===== src/design/pla_pkg.sv =====
// Shared types and constants for the polyline length accumulator.
package pla_pkg;

  // Number of steps in the squaring phase: three products plus one
  // step to fold the last product into the radicand.
  localparam int unsigned SqSteps = 4;

  // Axis select codes for the shared squaring multiplier.
  localparam logic [1:0] AXIS_X    = 2'd0;
  localparam logic [1:0] AXIS_Y    = 2'd1;
  localparam logic [1:0] AXIS_Z    = 2'd2;
  localparam logic [1:0] AXIS_NONE = 2'd3;

  // Commands from the controller to the datapath.
  typedef struct packed {
    logic       accept;     // Input beat taken: latch deltas and flags.
    logic       sq_step;    // One squaring and accumulation step.
    logic [1:0] axis_sel;   // Which delta the multiplier squares.
    logic       root_step;  // One digit of the square root.
    logic       acc_load;   // Update the sum and load the output register.
  } dp_cmd_t;

  // Status from the datapath to the controller.
  typedef struct packed {
    logic restart;  // The offered vertex starts a new polyline.
  } dp_sts_t;

endpackage


===== src/design/pla_ctrl.sv =====
// Controller state machine for the polyline length accumulator.
module pla_ctrl import pla_pkg::*; #(
  parameter int unsigned COORD_WIDTH = 24
) (
  input  logic    clk_i,
  input  logic    rst_ni,
  input  logic    in_valid_i,
  output logic    in_stall_o,
  output logic    out_valid_o,
  input  logic    out_stall_i,
  input  dp_sts_t sts_i,
  output dp_cmd_t cmd_o
);

  localparam int unsigned RootWidth = COORD_WIDTH + 1;
  localparam int unsigned CntWidth  = $clog2(RootWidth);

  localparam logic [1:0] ST_IDLE = 2'd0;
  localparam logic [1:0] ST_SQR  = 2'd1;
  localparam logic [1:0] ST_ROOT = 2'd2;
  localparam logic [1:0] ST_ACC  = 2'd3;

  logic [1:0]          state_q, state_d;
  logic [CntWidth-1:0] cnt_q, cnt_d;
  logic                out_valid_q, out_valid_d;

  always_comb begin
    state_d     = state_q;
    cnt_d       = cnt_q;
    out_valid_d = out_valid_q && out_stall_i;
    cmd_o       = '0;
    cmd_o.axis_sel = cnt_q[1:0];
    unique case (state_q)
      ST_IDLE: begin
        if (in_valid_i) begin
          cmd_o.accept = 1'b1;
          cnt_d        = '0;
          state_d      = sts_i.restart ? ST_ACC : ST_SQR;
        end
      end
      ST_SQR: begin
        cmd_o.sq_step = 1'b1;
        if (cnt_q == CntWidth'(SqSteps - 1)) begin
          cnt_d   = '0;
          state_d = ST_ROOT;
        end else begin
          cnt_d = cnt_q + 1'b1;
        end
      end
      ST_ROOT: begin
        cmd_o.root_step = 1'b1;
        if (cnt_q == CntWidth'(RootWidth - 1)) begin
          state_d = ST_ACC;
        end else begin
          cnt_d = cnt_q + 1'b1;
        end
      end
      ST_ACC: begin
        if (!out_valid_q || !out_stall_i) begin
          cmd_o.acc_load = 1'b1;
          out_valid_d    = 1'b1;
          state_d        = ST_IDLE;
        end
      end
      default: begin
        state_d = ST_IDLE;
      end
    endcase
  end

  always_ff @(posedge clk_i or negedge rst_ni) begin
    if (!rst_ni) begin
      state_q     <= ST_IDLE;
      cnt_q       <= '0;
      out_valid_q <= 1'b0;
    end else begin
      state_q     <= state_d;
      cnt_q       <= cnt_d;
      out_valid_q <= out_valid_d;
    end
  end

  assign in_stall_o  = (state_q != ST_IDLE);
  assign out_valid_o = out_valid_q;

endmodule


===== src/design/pla_dp.sv =====
// Datapath: vertex deltas, shared squarer, digit-serial square root, saturating sum.
module pla_dp import pla_pkg::*; #(
  parameter int unsigned COORD_WIDTH = 24,
  parameter int unsigned SUM_WIDTH   = 40
) (
  input  logic                          clk_i,
  input  logic                          rst_ni,
  input  dp_cmd_t                       cmd_i,
  output dp_sts_t                       sts_o,
  input  logic signed [COORD_WIDTH-1:0] x_coord_i,
  input  logic signed [COORD_WIDTH-1:0] y_coord_i,
  input  logic signed [COORD_WIDTH-1:0] z_coord_i,
  input  logic                          first_point_i,
  input  logic                          last_point_i,
  output logic [SUM_WIDTH-1:0]          running_length_o,
  output logic                          length_done_o,
  output logic                          length_saturated_o
);

  localparam int unsigned CW       = COORD_WIDTH;
  localparam int unsigned RootW    = CW + 1;
  localparam int unsigned RadW     = 2 * RootW;
  localparam int unsigned AddW     = ((SUM_WIDTH > RootW) ? SUM_WIDTH : RootW) + 1;

  // Control state.
  logic                 have_prev_q;
  logic [SUM_WIDTH-1:0] sum_q, sum_d;
  logic                 clip_q, clip_d;

  // Working registers.
  logic signed [CW-1:0] prev_x_q, prev_y_q, prev_z_q;
  logic [CW-1:0]        mag_q [3];
  logic [2*CW-1:0]      prod_q;
  logic [RadW-1:0]      rad_q;
  logic [RootW:0]       rem_q;
  logic [RootW-1:0]     root_q;
  logic                 restart_q;
  logic                 last_q;
  logic [SUM_WIDTH-1:0] out_len_q;
  logic                 out_done_q;
  logic                 out_sat_q;

  logic [CW:0]          dx, dy, dz;
  logic [CW-1:0]        mag_x, mag_y, mag_z;
  logic [CW-1:0]        mag_sel;
  logic [RootW+2:0]     rem_sh, trial;
  logic [AddW-1:0]      sum_ext;
  logic                 sat;

  assign sts_o.restart = first_point_i || !have_prev_q;

  // Deltas to the previous vertex, one bit wider so they never wrap.
  assign dx = {x_coord_i[CW-1], x_coord_i} - {prev_x_q[CW-1], prev_x_q};
  assign dy = {y_coord_i[CW-1], y_coord_i} - {prev_y_q[CW-1], prev_y_q};
  assign dz = {z_coord_i[CW-1], z_coord_i} - {prev_z_q[CW-1], prev_z_q};

  function automatic logic [CW-1:0] abs_delta(input logic [CW:0] d);
    logic [CW:0] neg;
    neg = -d;
    return d[CW] ? neg[CW-1:0] : d[CW-1:0];
  endfunction

  assign mag_x = abs_delta(dx);
  assign mag_y = abs_delta(dy);
  assign mag_z = abs_delta(dz);

  always_comb begin
    case (cmd_i.axis_sel)
      AXIS_X:  mag_sel = mag_q[0];
      AXIS_Y:  mag_sel = mag_q[1];
      AXIS_Z:  mag_sel = mag_q[2];
      default: mag_sel = '0;
    endcase
  end

  // One root digit per step: bring down two radicand bits, try root*4+1.
  assign rem_sh = {rem_q, rad_q[RadW-1 -: 2]};
  assign trial  = {1'b0, root_q, 2'b01};

  // Wide add exposes any carry past the sum width as saturation.
  assign sum_ext = {{(AddW-SUM_WIDTH){1'b0}}, sum_q} + {{(AddW-RootW){1'b0}}, root_q};
  assign sat     = |sum_ext[AddW-1:SUM_WIDTH];

  always_comb begin
    if (restart_q) begin
      sum_d  = '0;
      clip_d = 1'b0;
    end else begin
      sum_d  = sat ? '1 : sum_ext[SUM_WIDTH-1:0];
      clip_d = clip_q || sat;
    end
  end

  always_ff @(posedge clk_i or negedge rst_ni) begin
    if (!rst_ni) begin
      have_prev_q <= 1'b0;
      sum_q       <= '0;
      clip_q      <= 1'b0;
    end else begin
      if (cmd_i.accept) begin
        have_prev_q <= !last_point_i;
      end
      if (cmd_i.acc_load) begin
        sum_q  <= sum_d;
        clip_q <= clip_d;
      end
    end
  end

  always_ff @(posedge clk_i) begin
    if (cmd_i.accept) begin
      prev_x_q  <= x_coord_i;
      prev_y_q  <= y_coord_i;
      prev_z_q  <= z_coord_i;
      mag_q[0]  <= mag_x;
      mag_q[1]  <= mag_y;
      mag_q[2]  <= mag_z;
      restart_q <= sts_o.restart;
      last_q    <= last_point_i;
      prod_q    <= '0;
      rad_q     <= '0;
      rem_q     <= '0;
      root_q    <= '0;
    end else if (cmd_i.sq_step) begin
      prod_q <= mag_sel * mag_sel;
      rad_q  <= rad_q + {{(RadW-2*CW){1'b0}}, prod_q};
    end else if (cmd_i.root_step) begin
      rad_q <= {rad_q[RadW-3:0], 2'b00};
      if (rem_sh >= trial) begin
        rem_q  <= (RootW+1)'(rem_sh - trial);
        root_q <= {root_q[RootW-2:0], 1'b1};
      end else begin
        rem_q  <= rem_sh[RootW:0];
        root_q <= {root_q[RootW-2:0], 1'b0};
      end
    end
    if (cmd_i.acc_load) begin
      out_len_q  <= sum_d;
      out_done_q <= last_q;
      out_sat_q  <= clip_d;
    end
  end

  assign running_length_o   = out_len_q;
  assign length_done_o      = out_done_q;
  assign length_saturated_o = out_sat_q;

endmodule


===== src/design/polyline_length_accumulator_unit.sv =====
// Top level of the polyline length accumulator: controller plus datapath.
//
//  channel | direction | handshake               | payload
//  --------+-----------+-------------------------+------------------------------------------
//  in      | input     | in_valid_i / in_stall_o | x/y/z_coord_i, first_point_i, last_point_i
//  out     | output    | out_valid_o/out_stall_i | running_length_o, length_done_o,
//          |           |                         | length_saturated_o
//
// A vertex that continues a polyline keeps the block busy while it takes the
// beat, squares the three deltas on the single shared squaring multiplier,
// computes the COORD_WIDTH + 1 digit square root one digit per cycle, and
// updates the sum. A vertex that starts a polyline goes from the beat
// straight to the sum update. Reset is asynchronous and active low; no
// clearing pass. The result sits in an output register, so a stalled output
// only holds the block once the next result is ready to be written over it.
module polyline_length_accumulator_unit import pla_pkg::*; #(
  parameter int unsigned COORD_WIDTH = 24,
  parameter int unsigned SUM_WIDTH   = 40
) (
  input  logic                          clk_i,
  input  logic                          rst_ni,
  input  logic                          in_valid_i,
  output logic                          in_stall_o,
  input  logic signed [COORD_WIDTH-1:0] x_coord_i,
  input  logic signed [COORD_WIDTH-1:0] y_coord_i,
  input  logic signed [COORD_WIDTH-1:0] z_coord_i,
  input  logic                          first_point_i,
  input  logic                          last_point_i,
  output logic                          out_valid_o,
  input  logic                          out_stall_i,
  output logic [SUM_WIDTH-1:0]          running_length_o,
  output logic                          length_done_o,
  output logic                          length_saturated_o
);

  // Command and status bundles between the two halves.
  dp_cmd_t cmd;
  dp_sts_t sts;

  // The controller sequences each beat through squaring, the root and the accumulate
  // step (a polyline's first vertex only accumulates) and owns the output valid flag.
  pla_ctrl #(
    .COORD_WIDTH(COORD_WIDTH)
  ) u_ctrl (
    .clk_i       (clk_i),
    .rst_ni      (rst_ni),
    .in_valid_i  (in_valid_i),
    .in_stall_o  (in_stall_o),
    .out_valid_o (out_valid_o),
    .out_stall_i (out_stall_i),
    .sts_i       (sts),
    .cmd_o       (cmd)
  );

  // The datapath holds the previous vertex, the running sum and the result.
  pla_dp #(
    .COORD_WIDTH(COORD_WIDTH),
    .SUM_WIDTH  (SUM_WIDTH)
  ) u_dp (
    .clk_i              (clk_i),
    .rst_ni             (rst_ni),
    .cmd_i              (cmd),
    .sts_o              (sts),
    .x_coord_i          (x_coord_i),
    .y_coord_i          (y_coord_i),
    .z_coord_i          (z_coord_i),
    .first_point_i      (first_point_i),
    .last_point_i       (last_point_i),
    .running_length_o   (running_length_o),
    .length_done_o      (length_done_o),
    .length_saturated_o (length_saturated_o)
  );

endmodule


===== config.mk =====
export PLATFORM = sky130hd
export DESIGN_NAME = polyline_length_accumulator_unit
export DESIGN_NICKNAME = d
export VERILOG_FILES = /design/src/design/pla_pkg.sv /design/src/design/pla_ctrl.sv /design/src/design/pla_dp.sv /design/src/design/polyline_length_accumulator_unit.sv
export SDC_FILE = /design/constraint.sdc
export NUM_CORES = 2
export LEC_CHECK = 0
export ABC_AREA = 1
export BUFFER_PORTS_ARGS = -buffer_cell sky130_fd_sc_hd__buf_2
export CORE_MARGIN = 2
export CORE_UTILIZATION = 66
export DETAILED_ROUTE_END_ITERATION = 7
export GPL_ROUTABILITY_DRIVEN = 0
export PLACE_DENSITY = 0.84
export SLEW_MARGIN = 20
export SYNTH_ARGS = -nofsm -noshare
export SYNTH_HDL_FRONTEND = slang
export SYNTH_SLANG_ARGS = --single-unit
export TNS_END_PERCENT = 5

===== constraint.sdc =====
create_clock -name clk_i -period 21.1 [get_ports clk_i]
set_clock_uncertainty 0.2 [all_clocks]
set_input_delay 4.22 -clock clk_i [delete_from_list [all_inputs] [get_ports clk_i]]
set_output_delay 4.22 -clock clk_i [all_outputs]
set_load 0.02 [all_outputs]

==> impl_metrics.tcl <==
set metrics [dict create \
    outcome "complete, no violations" \
    dr.pass1.iters 7 \
    crit_family "adder cells" \
    final_util_pct 71.1 \
    clockBufferDepth 3 \
    worst_setup_path_end_kind "flop" \
    cts_hold_buf 0 \
    critPathKind "flop to flop" \
    synthesis.area_um2 45200 \
    first_global_vias 40895 \
    post_cts_buffers 0 \
    final-setup-viol-count 0 \
    critPathSlowestCell "nand2_1" \
    rsz0062_at_grt "false" \
    required_ns 21.36 \
    syn_to_final_growth_pct 6.12 \
    avgRoutedWirePerCell_um 16.9 \
    hold_viol 0 \
    layout_setup_ws_ns 11.59 \
    yosysUniqueCellTypes 53 \
    post_cts_resized 0 \
    nets 7173 \
    pre_cts_ws_ns 11.81 \
    ios 122 \
    ant_nets 0 \
    vias 41114 \
    hold_class "flop to flop" \
    max_stage_delay_ns 0.72 \
    relSlewSlack_pct 20.6 \
    core_um2 67500 \
    dominantRegCellSynth "edfxtp_1" \
    tightestPinTransition_ns 1.19 \
    cts_buffers 44 \
    max_freq_mhz 105 \
    grt_max_degree 135 \
    drt-total-wl_um 122000 \
    synth_nets 7116 \
    drive_gt1_share_pct 4.35 \
    drv_slew 0 \
    synth_seq_cells 386 \
    synth_edf_count 188 \
    period_share_pct 45.1 \
    cp_max_fo 24 \
    drtIter0Drc 3835 \
    placementRows 95 \
    path_common_cell "inv_1" \
    viasPerCell 5.69 \
    htree_levels 2 \
    drv_cap 0 \
    clk_root_buffer_cell "clkbuf_16" \
    overflow 0 \
    die_h_um 266 \
    synth-seq-area-share_pct 21.8 \
    cts_tree "built" \
    clk_pin_slew_worst_paths_ns 0.06 \
    syn_area_per_cell_um2 7.23 \
    cp-start-kind "flop" \
    post-dp-hpwl_um 97000 \
    dieWidth_um 266 \
    critPathBufInv 12 \
    ys_async_sr_fraction_pct 13.0 \
    cp.arrival_ns 9.77 \
    yosys_warnings 0 \
    initial_utilization_pct 67.0 \
    period_minus_slack_ns 9.51 \
    netlist_instances 6252 \
    drcViolationCount 0 \
    fin_tns_setup_ns 0 \
    insertion_delay_ns 0.61 \
    cts.sinks 386 \
    antenna_found_initial 3 \
    nFillCells 5508 \
    die-area_um2 70600 \
    io_buffers 121 \
    grt_use_total_pct 34.8 \
    grt_pass1_wl_um 199000 \
]
==> final timing paths <==
path                                      start            endpoint  slack, ns  depth (start not counted)
worst max-delay path            u_ctrl.cnt_q[1]     u_dp.prod_q[29]      11.59                         35
worst min-delay path                u_dp.last_q  u_dp.length_done_o       0.22                          0
worst max register to register  u_ctrl.cnt_q[1]     u_dp.prod_q[29]      11.59                         35
worst min register to register      u_dp.last_q  u_dp.length_done_o       0.22                          0
max in group asynchronous                rst_ni      u_dp.sum_q[33]      16.61                          2
min in group asynchronous                rst_ni       u_dp.sum_q[7]       3.58                          2
==> worst register-to-register path, delay by kind of cell (launching register included) <==
family,cells,cell delay [ns]
DFF,1,0.41
adders and majority gates,9,4.61
and+or+nand+nor,14,3.01
buffers and inverters,12,1.16
==> routing by layer <==
metal | share of wire (%) | vias up | track usage (%)
met1 | 40 | 19142 | 44.6
met2 | 46 | 1962 | 58.1
li1 | - | 19571 | -
met4 | 5.2 | 0 | 16.2
met3 | 8.8 | 439 | 5.50
met5 | 0 | - | 0
==> stage by stage <==
step	instance area [um^2]	hold WS (ns)	cells
global route	48000	0.223	7218
detailed placement	46500	0.208	7136
finish	48000	0.219	7220
global placement	46500	0.204	7136
CTS	48000	0.221	7216
floorplan	45200	0.200	6252
==> cell usage in the layout, fill, tap and decap left out, types with 42 or more instances in the layout <==
cell type,instances
o21bai_1,42
xnor2_1,51
ha_1,351
edfxtp_1,188
fa_1,433
buf_2,121
nand4_1,76
nor2_1,762
nand2_1,1492
a21oi_1,381
nor3_1,44
nand3_1,285
clkbuf_16,44
dfxtp_1,148
xor2_1,99
inv_1,1278
dfrtp_1,50
o21ai_0,224
==> kinds of logic (layout without fill, tap and decap cells) <==
kind of cell,Yosys count,after routing,share of synthesized area [%]
and+or+nand+nor,2740,2740,24.7
buffers and inverters,1418,1509,11.9
adders and majority gates,786,786,28.9
AOI/OAI and AO/OA,771,771,9.65
DFF,386,386,21.8
xor gates and xnor gates,151,151,2.97
other,0,4,0
==> final cells by class <==
type                       count  area (um^2)  area share, %
clock buffer                  57         1190           2.48
inverter                    1286         4830           10.1
multi-input combinational   4448        30000           62.5
tap                          873         1090           2.28
antenna                        4         10.0         0.0209
timing repair buffer         143          771           1.61
sequential                   386         9860           20.6
clock inverter                23          246          0.514
==> flip-flops by register name (all words and copies together) (netlist names), 5 cells and up <==
signal / count
u_dp.prev_x_q: 24
u_dp.prev_z_q: 24
u_dp.root_q: 25
u_dp.prev_y_q: 24
u_ctrl.cnt_q: 5
u_dp.running_length_o: 40
u_dp.rem_q: 26
u_dp.prod_q: 47
u_dp.mag_q: 72
u_dp.rad_q: 50
u_dp.sum_q: 40
==> synthesized netlist by cell type, types with 6 or more instances <==
master	instances	area [um^2]
o21bai_1	42	315
a21oi_1	381	1910
dfrtp_1	50	1250
nor4_1	8	50.1
fa_1	433	8670
a21boi_0	11	82.6
buf_2	13	65.1
xor2_1	99	867
nand3b_1	22	165
nor2_1	762	2860
nand2_1	1493	5600
o211ai_1	22	165
edfxtp_1	188	5650
o21a_1	10	75.1
nand2_2	15	93.8
nor2_2	10	62.6
nand3_2	11	110
a21o_1	20	150
clkbuf_1	99	372
buf_1	11	41.3
xnor2_1	51	447
nor3_1	44	220
dfxtp_1	148	2960
a31oi_1	17	106
o21ai_0	224	1120
a21oi_4	11	179
nand4_1	76	475
ha_1	353	4420
inv_1	1280	4800
nand3_1	285	1430
o21ai_1	6	30.0
Power is not shown: default switching activity piles up to over one toggle a cycle in this logic, so the estimate is an artifact.
